File: src/rtl/bkrd_pkg.sv
`timescale 1ns / 1ps
`default_nettype none
// ----------------------------------------------------------------------------
// bkrd_pkg
// types, constants and codes shared by the boot keyboard report differ
// ----------------------------------------------------------------------------
package bkrd_pkg;

    localparam int NUM_SLOTS       = 4;
    localparam int SLOT_W          = (NUM_SLOTS > 1) ? $clog2(NUM_SLOTS) : 1;
    localparam int KEYS_PER_REPORT = 6;
    localparam int NUM_EVENTS      = 2 * KEYS_PER_REPORT;

    localparam logic [6:0] BOOT_REPORT_LEN = 7'd8;
    localparam logic [7:0] ERR_CODE_LOW    = 8'd1;
    localparam logic [7:0] ERR_CODE_HIGH   = 8'd3;

    typedef enum logic [1:0] {
        CMD_REPORT  = 2'd0,
        CMD_MOUNT   = 2'd1,
        CMD_UNMOUNT = 2'd2,
        CMD_UNUSED  = 2'd3
    } cmd_t;

    typedef struct packed {
        logic [1:0] cmd;
        logic [1:0] interface_index;
        logic [6:0] device_address;
        logic       is_keyboard;
        logic [6:0] report_length;
        logic [7:0] modifier_bits;
        logic [7:0] key_0;
        logic [7:0] key_1;
        logic [7:0] key_2;
        logic [7:0] key_3;
        logic [7:0] key_4;
        logic [7:0] key_5;
    } in_item_t;

    typedef struct packed {
        logic [7:0] key_code;
        logic [7:0] modifiers_now;
        logic       pressed;
        logic       last_event;
    } out_item_t;

    typedef logic [KEYS_PER_REPORT-1:0][7:0] keys_t;

    typedef enum logic [1:0] {
        ST_IDLE,
        ST_EVAL,
        ST_EMIT
    } state_t;

    typedef struct packed {
        logic load;
        logic eval;
        logic emit;
    } dp_cmd_t;

    typedef struct packed {
        logic pending;
        logic final_one;
    } dp_status_t;

endpackage
`default_nettype wire

File: src/rtl/bkrd_if.sv
`timescale 1ns / 1ps
`default_nettype none
// ----------------------------------------------------------------------------
// bkrd_if
// valid/ready channels for input items and key event items
// ----------------------------------------------------------------------------
interface bkrd_in_if;
    import bkrd_pkg::*;

    logic     valid;
    logic     ready;
    in_item_t payload;

    modport source (output valid, output payload, input ready);
    modport sink   (input valid, input payload, output ready);
endinterface

interface bkrd_out_if;
    import bkrd_pkg::*;

    logic      valid;
    logic      ready;
    out_item_t payload;

    modport source (output valid, output payload, input ready);
    modport sink   (input valid, input payload, output ready);
endinterface
`default_nettype wire

File: src/rtl/bkrd_datapath.sv
`timescale 1ns / 1ps
`default_nettype none
// ----------------------------------------------------------------------------
// bkrd_datapath
// slot table, report compare, event mask and output payload register
// ----------------------------------------------------------------------------
module bkrd_datapath (
    input  wire logic                 clk,
    input  wire logic                 rst_n,
    input  wire bkrd_pkg::dp_cmd_t    ctl,
    output bkrd_pkg::dp_status_t      status,
    input  wire bkrd_pkg::in_item_t   in_item,
    output bkrd_pkg::out_item_t       out_item
);
    import bkrd_pkg::*;

    logic [NUM_SLOTS-1:0] in_use_reg;
    logic [6:0]           dev_reg  [NUM_SLOTS];
    keys_t                keys_reg [NUM_SLOTS];

    in_item_t              item_reg;
    keys_t                 old_reg;
    logic [NUM_EVENTS-1:0] mask_reg;
    logic [NUM_EVENTS-1:0] mask_next;
    out_item_t             out_reg;
    out_item_t             out_next;

    logic [SLOT_W-1:0]     slot;
    logic                  idx_ok;
    logic                  dev_match;
    logic                  key_err;
    logic                  report_ok;
    keys_t                 now_keys;
    keys_t                 old_keys;
    logic [NUM_EVENTS-1:0] low_bit;
    logic [7:0]            sel_key;

    assign slot      = SLOT_W'(item_reg.interface_index);
    assign idx_ok    = int'(item_reg.interface_index) < NUM_SLOTS;
    assign dev_match = in_use_reg[slot] && (dev_reg[slot] == item_reg.device_address);
    assign old_keys  = keys_reg[slot];
    assign now_keys  = {item_reg.key_5, item_reg.key_4, item_reg.key_3,
                        item_reg.key_2, item_reg.key_1, item_reg.key_0};

    // press bits first in key order, then release bits
    always_comb
    begin
        logic held;
        key_err   = 1'b0;
        mask_next = '0;
        for (int i = 0; i < KEYS_PER_REPORT; i++)
        begin
            if (now_keys[i] >= ERR_CODE_LOW && now_keys[i] <= ERR_CODE_HIGH)
            begin
                key_err = 1'b1;
            end
            held = 1'b0;
            for (int j = 0; j < KEYS_PER_REPORT; j++)
            begin
                if (old_keys[j] == now_keys[i])
                begin
                    held = 1'b1;
                end
            end
            mask_next[i] = (now_keys[i] != 8'd0) && !held;
            held = 1'b0;
            for (int j = 0; j < KEYS_PER_REPORT; j++)
            begin
                if (now_keys[j] == old_keys[i])
                begin
                    held = 1'b1;
                end
            end
            mask_next[KEYS_PER_REPORT + i] = (old_keys[i] != 8'd0) && !held;
        end
        report_ok = idx_ok && (item_reg.cmd == CMD_REPORT)
                    && (item_reg.report_length >= BOOT_REPORT_LEN)
                    && dev_match && !key_err;
        if (!report_ok)
        begin
            mask_next = '0;
        end
    end

    // lowest pending event
    assign low_bit = mask_reg & (~mask_reg + NUM_EVENTS'(1));

    always_comb
    begin
        sel_key = 8'd0;
        for (int i = 0; i < KEYS_PER_REPORT; i++)
        begin
            if (low_bit[i])
            begin
                sel_key = sel_key | now_keys[i];
            end
            if (low_bit[KEYS_PER_REPORT + i])
            begin
                sel_key = sel_key | old_reg[i];
            end
        end
        out_next.key_code      = sel_key;
        out_next.modifiers_now = item_reg.modifier_bits;
        out_next.pressed       = |low_bit[KEYS_PER_REPORT-1:0];
        out_next.last_event    = (mask_reg & ~low_bit) == '0;
    end

    assign status.pending   = |mask_reg;
    assign status.final_one = (mask_reg & ~low_bit) == '0;
    assign out_item         = out_reg;

    always_ff @(posedge clk or negedge rst_n)
    begin
        if (!rst_n)
        begin
            in_use_reg <= '0;
            mask_reg   <= '0;
            for (int s = 0; s < NUM_SLOTS; s++)
            begin
                dev_reg[s]  <= '0;
                keys_reg[s] <= '0;
            end
        end
        else
        begin
            if (ctl.eval)
            begin
                mask_reg <= mask_next;
                if (idx_ok)
                begin
                    case (item_reg.cmd)
                        CMD_MOUNT:
                        begin
                            if (item_reg.is_keyboard)
                            begin
                                in_use_reg[slot] <= 1'b1;
                                dev_reg[slot]    <= item_reg.device_address;
                                keys_reg[slot]   <= '0;
                            end
                            else
                            begin
                                in_use_reg[slot] <= 1'b0;
                            end
                        end
                        CMD_UNMOUNT:
                        begin
                            if (dev_match)
                            begin
                                in_use_reg[slot] <= 1'b0;
                            end
                        end
                        CMD_REPORT:
                        begin
                            if (report_ok)
                            begin
                                keys_reg[slot] <= now_keys;
                            end
                        end
                        default:
                        begin
                        end
                    endcase
                end
            end
            else if (ctl.emit)
            begin
                mask_reg <= mask_reg & ~low_bit;
            end
        end
    end

    always_ff @(posedge clk)
    begin
        if (ctl.load)
        begin
            item_reg <= in_item;
        end
        if (ctl.eval)
        begin
            old_reg <= old_keys;
        end
        if (ctl.emit)
        begin
            out_reg <= out_next;
        end
    end

endmodule
`default_nettype wire

File: src/rtl/bkrd_ctrl.sv
`timescale 1ns / 1ps
`default_nettype none
// ----------------------------------------------------------------------------
// bkrd_ctrl
// sequencer for item intake, slot evaluation and event emission
// ----------------------------------------------------------------------------
module bkrd_ctrl (
    input  wire logic                  clk,
    input  wire logic                  rst_n,
    input  wire logic                  in_valid,
    output logic                       in_ready,
    output logic                       out_valid,
    input  wire logic                  out_ready,
    output bkrd_pkg::dp_cmd_t          ctl,
    input  wire bkrd_pkg::dp_status_t  status
);
    import bkrd_pkg::*;

    state_t state_reg;
    state_t state_next;
    logic   out_valid_reg;
    logic   out_valid_next;
    logic   out_free;

    assign out_free  = !out_valid_reg || out_ready;
    assign out_valid = out_valid_reg;

    always_comb
    begin
        state_next     = state_reg;
        ctl            = '0;
        in_ready       = 1'b0;
        out_valid_next = out_valid_reg && !out_ready;
        case (state_reg)
            ST_IDLE:
            begin
                in_ready = 1'b1;
                if (in_valid)
                begin
                    ctl.load   = 1'b1;
                    state_next = ST_EVAL;
                end
            end
            ST_EVAL:
            begin
                ctl.eval   = 1'b1;
                state_next = ST_EMIT;
            end
            ST_EMIT:
            begin
                if (!status.pending)
                begin
                    state_next = ST_IDLE;
                end
                else if (out_free)
                begin
                    ctl.emit       = 1'b1;
                    out_valid_next = 1'b1;
                    if (status.final_one)
                    begin
                        state_next = ST_IDLE;
                    end
                end
            end
            default:
            begin
                state_next = ST_IDLE;
            end
        endcase
    end

    always_ff @(posedge clk or negedge rst_n)
    begin
        if (!rst_n)
        begin
            state_reg     <= ST_IDLE;
            out_valid_reg <= 1'b0;
        end
        else
        begin
            state_reg     <= state_next;
            out_valid_reg <= out_valid_next;
        end
    end

endmodule
`default_nettype wire

File: src/rtl/boot_keyboard_report_differ.sv
`timescale 1ns / 1ps
`default_nettype none
// ----------------------------------------------------------------------------
// boot_keyboard_report_differ
// turns boot keyboard reports into single press and release event items
// ----------------------------------------------------------------------------
// the first event item is registered in the emit state, after the eval state for the input item
// sequence: each item passes the idle, eval and emit states, also with no event;
//   the emit step of the sequencer sends one event per cycle while the output is free
// a waiting output item does not block intake of the next input item
// reset: all slots free, device addresses and stored keys cleared at once
module boot_keyboard_report_differ (
    input wire logic  clk,
    input wire logic  rst_n,
    bkrd_in_if.sink   upstream,
    bkrd_out_if.source downstream
);
    import bkrd_pkg::*;

    dp_cmd_t    ctl;
    dp_status_t status;
    logic       in_ready;
    logic       out_valid;
    out_item_t  out_item;

    bkrd_ctrl u_ctrl (
        .clk       (clk),
        .rst_n     (rst_n),
        .in_valid  (upstream.valid),
        .in_ready  (in_ready),
        .out_valid (out_valid),
        .out_ready (downstream.ready),
        .ctl       (ctl),
        .status    (status)
    );

    bkrd_datapath u_datapath (
        .clk      (clk),
        .rst_n    (rst_n),
        .ctl      (ctl),
        .status   (status),
        .in_item  (upstream.payload),
        .out_item (out_item)
    );

    assign upstream.ready     = in_ready;
    assign downstream.valid   = out_valid;
    assign downstream.payload = out_item;

endmodule
`default_nettype wire
File: src/flat_wrapper.sv
// flat-port wrapper written by rule: the top's interface ports become plain ports
module boot_keyboard_report_differ_flat import bkrd_pkg::*;
  (clk, rst_n, upstream_valid, upstream_payload, upstream_ready, downstream_valid, downstream_payload, downstream_ready);
  bkrd_in_if upstream_i ();
  bkrd_out_if downstream_i ();
  input wire logic clk;
  input wire logic rst_n;
  input wire logic [$bits(upstream_i.valid)-1:0] upstream_valid;
  input wire logic [$bits(upstream_i.payload)-1:0] upstream_payload;
  output wire logic [$bits(upstream_i.ready)-1:0] upstream_ready;
  output wire logic [$bits(downstream_i.valid)-1:0] downstream_valid;
  output wire logic [$bits(downstream_i.payload)-1:0] downstream_payload;
  input wire logic [$bits(downstream_i.ready)-1:0] downstream_ready;
  assign upstream_i.valid = upstream_valid;
  assign upstream_i.payload = upstream_payload;
  assign upstream_ready = upstream_i.ready;
  assign downstream_valid = downstream_i.valid;
  assign downstream_payload = downstream_i.payload;
  assign downstream_i.ready = downstream_ready;
  boot_keyboard_report_differ u_core (.clk(clk), .rst_n(rst_n), .upstream(upstream_i), .downstream(downstream_i));
endmodule
File: config.mk
export PLATFORM = sky130hd
export DESIGN_NAME = boot_keyboard_report_differ_flat
export DESIGN_NICKNAME = d
export VERILOG_FILES = /design/src/rtl/bkrd_pkg.sv /design/src/rtl/bkrd_if.sv /design/src/rtl/bkrd_datapath.sv /design/src/rtl/bkrd_ctrl.sv /design/src/rtl/boot_keyboard_report_differ.sv /design/src/flat_wrapper.sv
export SDC_FILE = /design/constraint.sdc
export NUM_CORES = 1
export LEC_CHECK = 0
export BUFFER_PORTS_ARGS = -buffer_cell sky130_fd_sc_hd__buf_4
export CORE_MARGIN = 4
export CORE_UTILIZATION = 61
export DETAILED_ROUTE_END_ITERATION = 16
export HOLD_SLACK_MARGIN = 0.12
export MAX_ROUTING_LAYER = met4
export PLACE_DENSITY_LB_ADDON = 0.12
export SYNTH_ARGS = -nofsm -noshare
export SYNTH_HDL_FRONTEND = slang
export SYNTH_SLANG_ARGS = --single-unit
File: constraint.sdc
create_clock -name clk -period 11.7 [get_ports clk]
set_clock_uncertainty 0.1 [all_clocks]
set_input_delay 0.585 -clock clk [delete_from_list [all_inputs] [get_ports clk]]
set_output_delay 0.585 -clock clk [all_outputs]
set_load 0.01 [all_outputs]
Word-level counts from Yosys, hierarchy flattened
Cells that the tools add are included.
Storage, ports and cells
  flip-flop bits (word level): 380
  memory bits (read-only): 0
  input port bits: 79
  output and inout port bits: 20
  memories: 0
  latch bits: 0
  logic and storage cells: 371
  bits in writable memories: 0
Cells by class
  $mul: 0
  divide/modulo/power cells: 0
  $lt $le $gt $ge: 17
  add/sub/neg operators: 1
  eq/ne operators: 83
  shift operators: 0
  bitwise logic cells: 21
  muxes and demuxes: 130
  reductions and logical operators: 65
Operator list (count)
  == test 8 bit: 72
  2-to-1 mux 192 bit: 2
  case mux 192 bit (2 select lines): 1
  bitwise AND 192 bit: 1
  bitwise mux 192 bit: 1
  inverter 192 bit: 1
  2-to-1 mux 48 bit: 3
  binary-select mux 48 bit (select 2 bit): 1
  demux 48 bit (select 2 bit): 1
  2-to-1 mux 8 bit: 12
  nonzero test 8 bit: 12
  2-to-1 mux 1 bit: 90
  OR 8 bit: 11
  greater-or-equal comparator 8 x 1 -> 1 bit, second input constant: 6
  less-or-equal comparator 8 x 2 -> 1 bit, second input constant: 6
  2-to-1 mux 12 bit: 3
  bitwise mux 28 bit: 1
  logical AND 1 bit: 25
  bitwise AND 12 bit: 2
  inverter 12 bit: 2
  2-to-1 mux 7 bit: 3
  logical NOT 1 bit: 15
  binary-select mux 7 bit (select 2 bit): 1
  demux 7 bit (select 2 bit): 1
  30 further kinds: 44

Longest topological paths before layout
Gate-level depths: netlist (run 1).
  depth after elaboration: 26
  gate-level depth with buffers: 12

Cells and area by module
Synthesis (run 1) repeated with hierarchy kept, for this count alone.
Second synthesis, totals
  cells, all modules: 1532
  area, all modules: 19824.0 um^2
By module, submodules not included
  bkrd_datapath: cells each 1518, sequential area each 10049.6 um^2, area an instance 19678.9 um^2, times used 1
  bkrd_ctrl: cells each 14, sequential area each 75.1 um^2, area an instance 145.1 um^2, times used 1

Worst setup path after synthesis (run 1)
OpenSTA, ideal clock, no wires.
  kind: register to register
  start: register u_core.u_ctrl.state_reg[1]
  end: register u_core.u_datapath.keys_reg[144] in the netlist's numbering
  setup slack: 8014 ps
  required time: 11473 ps
  cell stages (with the launch flop): 13
  arrival time: 3458 ps
  period minus slack after synthesis: 3686 ps
  cells stage by stage: dfrtp_1 nand2b_1 clkbuf_1 inv_1 nand3_1 nor4_1 o2111ai_1 or2_1 buf_2 a211oi_2 buf_4 buf_6 mux2_1
Between the ends
  longest elaborated chain between the ends: 3
RTL lines
  from (decl): line bkrd_ctrl.sv:19  | state_t state_reg;
  from (signal assigned): line bkrd_ctrl.sv:81  | state_reg <= state_next;
  == test 2 x 1 -> 1 bit: line bkrd_ctrl.sv:34  | case (state_reg)
  2-to-1 mux 1 bit: line bkrd_ctrl.sv:34
  AND reduction 4 bit (no line)
  to (signal, indexed assignment): line bkrd_datapath.sv:156  | keys_reg[slot] <= now_keys;
  to (decl): line bkrd_datapath.sv:19  | keys_t keys_reg [NUM_SLOTS];
No other way between the ends.
A chain may end at the register's enable or synchronous reset.

Worst setup path after layout (run 1)
  start: register u_core.u_datapath.item_reg, in the netlist u_core.u_datapath.slot[0]
  end: register u_core.u_datapath.keys_reg[129] in the netlist's numbering
Between the ends
  longest elaborated chain between the ends: 10
  elaborated cells on any way between the ends: 23
  classes of those cells: order compare (2); eq/ne (2); mux (11); bitwise (3); reduce/logical (5)
RTL lines
  from (decl): line bkrd_datapath.sv:21  | in_item_t item_reg;
  from (signal assigned): line bkrd_datapath.sv:176  | item_reg <= in_item;
  inverter 2 -> 3 bit (implied by the code): line bkrd_datapath.sv:40, bkrd_datapath.sv:138, bkrd_datapath.sv:156
  binary-select mux 7 bit (select 2 bit): line bkrd_datapath.sv:40  | assign dev_match = in_use_reg[slot] && (dev_reg[slot] == item_reg.device_address);
  2-to-1 mux 7 bit (implied by the code) (2 in series): line bkrd_datapath.sv:40
  == test 7 bit: line bkrd_datapath.sv:40
  logical AND 1 bit: line bkrd_datapath.sv:40
  logical AND 1 bit (2 in series): line bkrd_datapath.sv:78  | && dev_match && !key_err;
  inequality test 2 bit (no line)
  AND reduction 4 bit (no line)
Parallel ways exist; a longest one is shown, timed or not. The select of a mux whose other input is x is not followed.

==> results of run 1 <==
## what timing repair did
action / in CTS / in global routing
endpoints found under the hold margin: 166 / 4
endpoints found under the setup margin: 0 / 0
resized for setup: 0 / 0
hold buffers: 59 / 4
## routing by layer
metal | up-vias | share of wire | routed length, um
met4 | 0 | 0.029 | 1540
met5 | - | 0 | 0
met3 | 120 | 0.081 | 4270
met1 | 6659 | 0.43 | 22800
li1 | 5623 | - | -
met2 | 650 | 0.46 | 23900
## final cells by class
cell class	count	area, um2	area share
Clock inverter	23	334	0.0149
Clock buffer	51	1120	0.0501
Sequential cell	377	10100	0.451
Multi-Input combinational cell	988	8840	0.394
Timing Repair Buffer	178	1500	0.0668
Tap cell	402	503	0.0224
Inverter	8	30.0	0.00134
## worst register-to-register path, delay by kind of cell (launching register included)
family,cells,cell delay (ps)
buffers and inverters,3,1690
and+or+nand+nor,2,1150
xor gates and xnor gates,1,150
AOI/OAI and AO/OA,1,850
muxes,2,1050
DFF,1,330
## synthesized netlist by cell type (23+ instances only)
cell type and n:
buf_1 29, buf_2 50, edfxtp_1 138, xor2_1 46
dfrtp_1 239, nor2_1 48, nor4_1 30, clkbuf_1 58
xnor2_1 250, nand4_1 58, nand2_1 46, and2_1 53
mux2_2 201, nand3_1 23, mux4_2 54
## kinds of logic (layout without fill, tap and decap cells)
kind of cell | after synthesis | in the layout | share of synthesized area
mux | 278 | 278 | 0.190
flops | 377 | 377 | 0.515
buf+inv | 161 | 260 | 0.0374
fa+ha+maj | 2 | 2 | 0.00102
compound gates | 103 | 103 | 0.0386
simple gates | 309 | 309 | 0.0860
xor+xnor | 296 | 296 | 0.132
## final timing paths
check                      cells after the start                            from  slack, ps                         endpoint
max                                            9       u_core.u_datapath.slot[0]       6260  u_core.u_datapath.keys_reg[129]
min                                            1             upstream_payload[1]        130    u_core.u_datapath.item_reg[1]
max reg2reg                                    9       u_core.u_datapath.slot[0]       6260  u_core.u_datapath.keys_reg[129]
min reg2reg                                    0  u_core.u_datapath.item_reg[52]        320    u_core.u_datapath.out_item[6]
max in group asynchronous                      3                           rst_n       9450  u_core.u_datapath.keys_reg[190]
min in group asynchronous                      2                           rst_n        570  u_core.u_datapath.keys_reg[104]
## power by group through the flow
stage / Sequential (mW) / Combinational (mW) / Clock (mW)
6_report: 1.60 / 0.477 / 1.39
5_1_grt: 1.61 / 0.517 / 1.47
4_1_cts: 1.59 / 0.474 / 1.41
3_5_place_dp: 1.62 / 0.457 / 0
3_3_place_gp: 1.61 / 0.445 / 0
2_1_floorplan: 1.54 / 0.379 / 0
## stage by stage
stage | total power [mW] | setup slack (ps) | utilization | hold WS (ps) | cell area, um2
2_1_floorplan | 1.92 | 8010 | - | 189 | 19700
3_3_place_gp | 2.06 | 6310 | 0.644 | 303 | 20400
3_5_place_dp | 2.07 | 6240 | 0.644 | 305 | 20400
4_1_cts | 3.47 | 6190 | 0.709 | 120 | 22400
5_1_grt | 3.59 | 5950 | 0.710 | 121 | 22500
6_report | 3.47 | 6260 | 0.710 | 129 | 22500
==> metrics, run 1 <==
status finished clean; part of the power in combinational logic 0.138; Crit. End Element flip-flop; Worst path top cell family by delay buffers and inverters; Avg WL per Cell approximately 26 um; post-synth cell types 51; Seq/Total Area, Yosys 0.515; Max Slew Vio Count 0; worst slew pin tran ~1000 ps; GR Util met1 0.442; max_slew headroom 0.313; Final Net Count between 1500 and 2000; area leader, netlist dfrtp_1; power per cell area between 150 and 200 nW/um2; first-pass GRT wire length 80900 um; H-tree levels 2; Final Critical Period between 5000 and 6000 ps; Hold Vio Cnt, Final 0; Die Y roughly 190 um; CP bufs+invs 3; peak supply drop roughly 0.12 mV; main flop type after synthesis dfrtp_1; Syn Area/Cell around 13 um2; Flop pwr share 0.461; ys async rst share 0.634; synthesized cell area 19700 um2; EDFF count, synth around 140; total gr overflow 0; crit path launch type flip-flop; met3 Usage GRT 0.0495; Via density between 6 and 7; die area 35200 um2; RD Place Congestion roughly 1; Worst path most repeated cell buf_4; antenna violations before repair 0; diodes inserted 0; CP max stage cell a21oi_4; Detailed Routing Iterations Pass 1 5; via count about 13000; CP Max Fanout just over 40; Rows between 60 and 70; final cell count without fillers around 2000; critical path arrival between 5000 and 6000 ps; kind of critical path flip-flop to flip-flop; detailed placement HPWL 33000 um; top cell type's share of synthesized area 0.304; largest net degree at the start of global routing ~110; Initial Util 0.621; Port Buf Inserts 95; Leakage ~9.1 nW; num ports a little under 100; CTS max path bufs 3; Clk pwr share 0.401; Tcrit/Tclk final 0.465; DRC 0; most common cell after layout, fill and taps aside xnor2_1; Most Crowded Layer GR met2; Max Cap Violations 0; setup total negative slack 0 ps; RSZ-0062 raised after global routing false; fillers roughly 2200; synth-to-layout area growth 14.3%; critical path, cell by cell buf_4 > buf_4 > mux4_2 > xnor2_1 > or4b_1 > or2_1 > a21oi_4 > buf_4 > mux2_2; fraction of layout cells with a size suffix above 1 0.278; initial drt markers 1354; Synth Net Count between 1500 and 2000; Post-Syn Instances about 1500; GRT Total Usage 0.306; GR Util met2 0.458; Synth warnings 0; setup violators final 0; CTS tree built; vias in the first global route between 10000 and 15000; Clk pin slew, worst setup/hold paths 60 ps; core box area between 30000 and 40000 um2; Detail Route Antenna Nets 0; net switching power 0.880 mW; CP peak stage delay 850 ps; Root Buffer clkbuf_16; Max Fclk 0.184 GHz; TritonCTS Buffers 40; die width about 190 um; WL final about 52000 um; switching share of power 0.254; post-placement cell count approximately 1900; max reg flops about 190; worst path required time 12010 ps; Synth Register Bits roughly 380; clk sinks ~380; most frequent cells in the layout 250 x xnor2_1, 239 x dfrtp_1, 201 x mux2_2; clk_lat worst skew 540 ps; Min-Delay Path Class input pin to flip-flop; internal power approximately 2.6 mW; setup bufs post-CTS 0; top post-synthesis cells by area dfrtp_1 30%, edfxtp_1 21%, mux2_2 12%
No activity file was read; power rests on OpenSTA's default activity.
==> run 2: changes to the inputs <==
--- a/config.mk
+++ b/config.mk
@@ -5,6 +5,7 @@
 export SDC_FILE = /design/constraint.sdc
 export NUM_CORES = 1
 export LEC_CHECK = 0
+export ABC_AREA = 1
 export BUFFER_PORTS_ARGS = -buffer_cell sky130_fd_sc_hd__buf_4
 export CORE_MARGIN = 4
 export CORE_UTILIZATION = 61
==> constraint.sdc (replaced) <==
create_clock -name clk -period 5.2 [get_ports clk]
set_clock_uncertainty 0.1 [all_clocks]
set_input_delay 0.26 -clock clk [delete_from_list [all_inputs] [get_ports clk]]
set_output_delay 0.26 -clock clk [all_outputs]
set_load 0.01 [all_outputs]
==> metrics, run 2 <==
peak supply drop 0.483 mV (+290%); R2R setup slack 1340 ps (-4910 ps); Synth warnings 0 (unchanged); DRC 0 (unchanged); critical path, cell by cell inv_1 > nand2_1 > nor3_1 > o211ai_1 > nand3b_1 > nor2_1 > nand2_2 > nand2_4 > nand2_4 > buf_4 > nand2_1 > o21ai_1; reg2reg end u_core.u_datapath.keys_reg[125]; CTS max path bufs 3 (unchanged); antenna violations before repair 0 (unchanged); synth cell count leaders 1412 x nand2_1, 368 x nand3_1, 239 x dfrtp_1; total gr overflow 0 (unchanged); Tcrit/Tclk final 0.741 (+0.276); setup violators final 0 (unchanged); via count 22600 (+73%); Max Cap Violations 0 (unchanged); Detailed Routing Iterations Pass 1 6 (+1); die area 39000 um2 (+11%); placed standard-cell area 22600 um2 (+11%); Root Buffer clkbuf_16; power per cell area 416 nW/um2 (+170%); detailed placement HPWL 54400 um (+65%); Final WS setup 1340 ps (-4910 ps); largest net degree at the start of global routing 144 (+30%); TritonCTS Buffers 39 (-2.5%); Syn Area/Cell 7.12 um2 (-45%); most frequent cells in the layout 1412 x nand2_1, 368 x nand3_1, 239 x dfrtp_1; Final Critical Period 3860 ps (-1590 ps); die width 198 um (+5.3%); Seq/Total Area, Yosys 0.462 (-0.0531); CP max stage cell edfxtp_1; status finished clean; Max Fclk 0.259 GHz (+41%); diodes inserted 0 (unchanged); CTS resizes 0 (unchanged); Initial Util 0.618 (-0.00373); WL final 81000 um (+54%); crit path launch type flip-flop; Crit. End Element flip-flop; post-placement cell count 3518 (+86%); fraction of layout cells with a size suffix above 1 0.0811 (-0.196); worst r2r src u_core.u_datapath.item_reg[7]; H-tree levels 2 (unchanged); Clk pin slew, worst setup/hold paths 70 ps (about the same); worst path required time 5580 ps (-6430 ps); Synth Net Count 3156 (+97%); Hold Vio Cnt, Final 0 (unchanged); most common cell after layout, fill and taps aside nand2_1; Post-Syn Instances 3077 (+100%); CP Max Fanout 62 (+51%); Avg WL per Cell 22.1 um (-15%); CP peak stage delay 650 ps (-200 ps); Power Total 10.2 mW (+200%); synthesized cell area 21900 um2 (+11%); final instance area 24600 um2 (+9.7%); final cell count without fillers 3665 (+81%); Finished Core Util 0.695 (-0.0153); top cell type's share of synthesized area 0.273 (-0.0313); num ports 99 (unchanged); RSZ-0062 raised after global routing false; RD Place Congestion 1.15 (+15%); area leader, netlist dfrtp_1; worst hold slack 201 ps (+71.2 ps); Leakage 12.0 nW (+32%); setup total negative slack 0 ps (unchanged); Via density 6.16 (-4.4%); synth-to-layout area growth 12.5%; main flop type after synthesis dfrtp_1; CTS tree built; Synth Register Bits 377 (unchanged); Rows 69 (+6.2%); Detail Route Antenna Nets 0 (unchanged); initial drt markers 3572 (+160%); Die Y 198 um (+5.3%); kind of critical path flip-flop to flip-flop; top post-synthesis cells by area dfrtp_1 27%, nand2_1 24%, edfxtp_1 19%; critical path arrival 4230 ps (-1520 ps); clk_lat worst skew 570 ps (+30 ps); clk sinks 377 (unchanged); max_slew headroom 0.230 (-0.0836); core box area 35500 um2 (+12%); vias in the first global route 21200 (+60%); Worst Reg-to-Reg Cells 12 (+3); EDFF count, synth 138 (unchanged); Max Slew Vio Count 0 (unchanged); first-pass GRT wire length 123000 um (+52%); worst slew pin tran 1160 ps (+125 ps); Port Buf Inserts 95 (unchanged); Min-Delay Path Class input pin to async pin; post-place setup slack 1630 ps (-4610 ps); most frequent cell after synthesis nand2_1; ys async rst share 0.634 (unchanged); GRT Total Usage 0.424 (+0.118); max reg flops 192 (unchanged); Final Net Count 3252 (+94%); post-synth cell types 37 (-27%)
## run 2: worst max-delay path, delay by kind of cell (launching register included)
kind | cells | cell delay, ps
AND/OR/NAND/NOR | 8 | 1720
buffers and inverters | 2 | 850
flip-flops | 1 | 650
AO/OA/AOI/OAI | 2 | 350
## run 2: report_power, final
part / switching [mW] / internal, mW / total [mW] / leakage, nW
Sequential: 0.514 / 3.71 / 4.22 / 4.57
Combinational: 2.19 / 0.927 / 3.11 / 6.74
Clock: 1.22 / 1.69 / 2.91 / 0.652
## run 2: area by class of cell
type	instances	area, um2
flip-flops and latches	377	10100
repair buffers	192	1650
inverters	136	513
clock inverters	13	134
clock buffers	59	1180
well taps	461	577
multi-input cells	2427	10500
fillers	2872	10800
## run 2: layer usage
metal | GRT usage | routed length (um)
met1 | 0.579 | 31100
met2 | 0.600 | 34900
met3 | 0.112 | 10900
met4 | 0.185 | 4140
met5 | - | 0
## run 2: worst max-delay path by stage
stage          slack [ps]                          start                               to  cells after the start
6_report             1340  u_core.u_datapath.item_reg[7]  u_core.u_datapath.keys_reg[125]                     12
5_1_grt              1160      u_core.u_datapath.slot[0]    u_core.u_datapath.mask_reg[9]                     16
4_1_cts              1580      u_core.u_datapath.slot[0]   u_core.u_datapath.mask_reg[11]                     15
3_5_place_dp         1630  u_core.u_datapath.item_reg[7]  u_core.u_datapath.keys_reg[125]                     12
3_3_place_gp         1680  u_core.u_datapath.item_reg[7]  u_core.u_datapath.keys_reg[141]                     12
2_1_floorplan        1360     u_core.u_ctrl.state_reg[0]    u_core.u_datapath.item_reg[0]                      1
## run 2: timing repair
action / 4_1_cts / 5_1_grt
buffers inserted: 0 / 0
endpoints found under the hold margin: 171 / 0
hold buffers: 75 / 0
## run 2: cells by family (layout without fill, tap and decap cells)
logic type	count (synthesis)	in the layout	synth area share
AO/OA/AOI/OAI	297	297	0.0699
XOR/XNOR	13	13	0.00520
buffers and inverters	273	400	0.0614
flip-flops	377	377	0.462
AND/OR/NAND/NOR	2117	2117	0.401
==> run 3: changes to the inputs <==
--- a/config.mk
+++ b/config.mk
@@ -8,7 +8,7 @@
 export ABC_AREA = 1
 export BUFFER_PORTS_ARGS = -buffer_cell sky130_fd_sc_hd__buf_4
 export CORE_MARGIN = 4
-export CORE_UTILIZATION = 61
+export CORE_UTILIZATION = 57
 export DETAILED_ROUTE_END_ITERATION = 16
 export HOLD_SLACK_MARGIN = 0.12
 export MAX_ROUTING_LAYER = met4
==> constraint.sdc (replaced) <==
create_clock -name clk -period 3.35 [get_ports clk]
set_clock_uncertainty 0.1 [all_clocks]
set_input_delay 0.1675 -clock clk [delete_from_list [all_inputs] [get_ports clk]]
set_output_delay 0.1675 -clock clk [all_outputs]
set_load 0.01 [all_outputs]
==> metrics, run 3 (same netlist as run 2, synthesis figures left out) <==
most frequent cells in the layout 1412 x nand2_1, 368 x nand3_1, 239 x dfrtp_1; critical path arrival 3780 ps (-450 ps); GRT Total Usage 0.464 (+0.0401); Via density 6.40 (+3.9%); Initial Util 0.580 (-0.0372); kind of critical path flip-flop to flip-flop; Worst path most repeated cell nand2_1; antenna violations before repair 3 (+3); Worst Setup SP u_core.u_datapath.slot[0]; Clk pin slew, worst setup/hold paths 80 ps (about the same); crit path to u_core.u_datapath.keys_reg[42]; post-place setup slack 299 ps (-1330 ps); detailed placement HPWL 64300 um (+18%); Worst path top cell family by delay simple AND/OR/NAND/NOR gates; CTS tree built; Detailed Routing Iterations Pass 1 7 (+1); stages on the worst setup path 15 (+3); TritonCTS Buffers 39 (unchanged); Rows 71 (+2.9%); Hold Vio Cnt, Final 0 (unchanged); Avg WL per Cell 25.4 um (+15%); Port Buf Inserts 95 (unchanged); WL final 96700 um (+19%); Max Slew Vio Count 0 (unchanged); Max Cap Violations 0 (unchanged); CP peak stage delay 550 ps (-100 ps); die width 204 um (+3.3%); crit path launch type flip-flop; most common cell after layout, fill and taps aside nand2_1; Max Fclk 0.293 GHz (+13%); fraction of layout cells with a size suffix above 1 0.108 (+0.0271); max_slew headroom 0.455 (+0.226); DRC 0 (unchanged); Crit. End Element flip-flop; RD Place Congestion 1.10 (-4.7%); vias in the first global route 22800 (+7.6%); Final Critical Period 3410 ps (-446 ps); via count 24400 (+8.1%); GR Util met2 0.680 (+0.0798); status finished with violations; critical path, cell by cell clkbuf_16 > buf_6 > nand2_1 > nand2_1 > nand2_1 > nand3_1 > nand2_1 > nor2_1 > nand2_1 > nor2_4 > nand2_2 > nand2_4 > nand2_4 > buf_4 > o21ai_1; max reg flops 192 (unchanged); Leakage 12.5 nW (+4.1%); total gr overflow 0 (unchanged); CP bufs+invs 3 (+1); Min-Delay Path Class input pin to async pin; die area 41600 um2 (+6.7%); initial drt markers 4128 (+16%); Worst Reg-to-Reg Cells 15 (+3); failing checks setup timing; CP Max Fanout 19 (-69%); clk sinks 377 (unchanged); Tcrit/Tclk final 1.02 (+0.276); worst slew pin tran 817 ps (-339 ps); core box area 37800 um2 (+6.4%); worst path required time 3720 ps (-1860 ps); setup total negative slack -461 ps (-461 ps); worst r2r src u_core.u_datapath.slot[0]; met3 Usage GRT 0.107 (-0.00445); clk_lat worst skew 590 ps (+20 ps); Root Buffer clkbuf_16; first-pass GRT wire length 141000 um (+15%); Detail Route Antenna Nets 0 (unchanged); setup violators final 23 (+23); Final Net Count 3347 (+2.9%); Final WS setup -59.2 ps (-1400 ps); power per cell area 647 nW/um2 (+56%); synth-to-layout area growth 16.6%; CP max stage cell edfxtp_1; largest net degree at the start of global routing 109 (-24%); num ports 99 (unchanged); GR Util met1 0.627 (+0.0484); H-tree levels 2 (unchanged); peak supply drop 0.634 mV (+31%); CTS max path bufs 3 (unchanged); reg2reg end u_core.u_datapath.keys_reg[42]; R2R setup slack -60 ps (-1400 ps); Die Y 204 um (+3.3%); Most Crowded Layer GR met2
run 3: changes by cell type in the layout (fill, tap and decap cells not counted), sizes merged:
cell,before,now
buf,117,211
clkinv,11,21
inv,136,131
clkbuf,59,55
diode,0,3
bufinv,2,1
clkinvlp,0,1
run 3: what timing repair did:
| action | in CTS | in global routing |
|---|---|---|
| hold buffers | 75 | 0 |
| gates resized for setup | 0 | 6 |
| hold endpoints to repair | 204 | 0 |
| setup endpoints to repair | 0 | 153 |
| setup buffers | 0 | 2 |
run 3: how the worst min path moves through the flow:
stage	end	slack (ps)
after floorplan	async pin	-230
after global placement	u_core.u_datapath.keys_reg[140]	170
after detailed placement	u_core.u_datapath.keys_reg[182]	180
after CTS	u_core.u_datapath.keys_reg[18]	170
after global routing	u_core.u_datapath.keys_reg[93]	200
final	u_core.u_datapath.keys_reg[182]	140
run 3: per-layer routing:
metal,vias to the layer above,share of wire
li1,10400,-
met1,11300,0.37
met2,2255,0.43
met3,488,0.14
met4,0,0.057
met5,-,0
run 3: area by class of cell:
| type | count | area (um2) |
|---|---|---|
| clock buffers | 54 | 1130 |
| clock inverters | 18 | 138 |
| inverters | 136 | 515 |
| repair buffers | 287 | 2520 |
| fillers | 2904 | 12200 |
| well taps | 511 | 639 |
| diodes | 3 | 7.51 |
| multi-input cells | 2427 | 10500 |
| flip-flops and latches | 377 | 10100 |
run 3: report_power, final:
| group | leakage (nW) | internal [mW] | switching [mW] | total (mW) |
|---|---|---|---|---|
| Clock | 0.633 | 2.47 | 1.98 | 4.45 |
| Sequential | 4.57 | 5.75 | 0.701 | 6.45 |
| Combinational | 7.25 | 1.66 | 3.97 | 5.63 |
run 3: worst reg2reg max path, cell delays in order (launching register included):
cell and delay, ps:
edfxtp_1 550, clkbuf_16 300, buf_6 250, nand2_1 140, nand2_1 120, nand2_1 100, nand3_1 100, nand2_1 70
nor2_1 190, nand2_1 150, nor2_4 220, nand2_2 130, nand2_4 150, nand2_4 210, buf_4 270, o21ai_1 260
run 3: through the flow:
step                      hold WS (ps)  power, mW  std cells  instance area [um2]   util
after CTS                          173       15.9       3806                25500  0.675
after global routing               199       17.0       3813                25500  0.677
after global placement             166       11.3       3659                23500  0.621
final                              141       16.5       3813                25500  0.677
after detailed placement           176       11.5       3659                23500  0.621
after floorplan                   -228       9.39       3077                21900      -
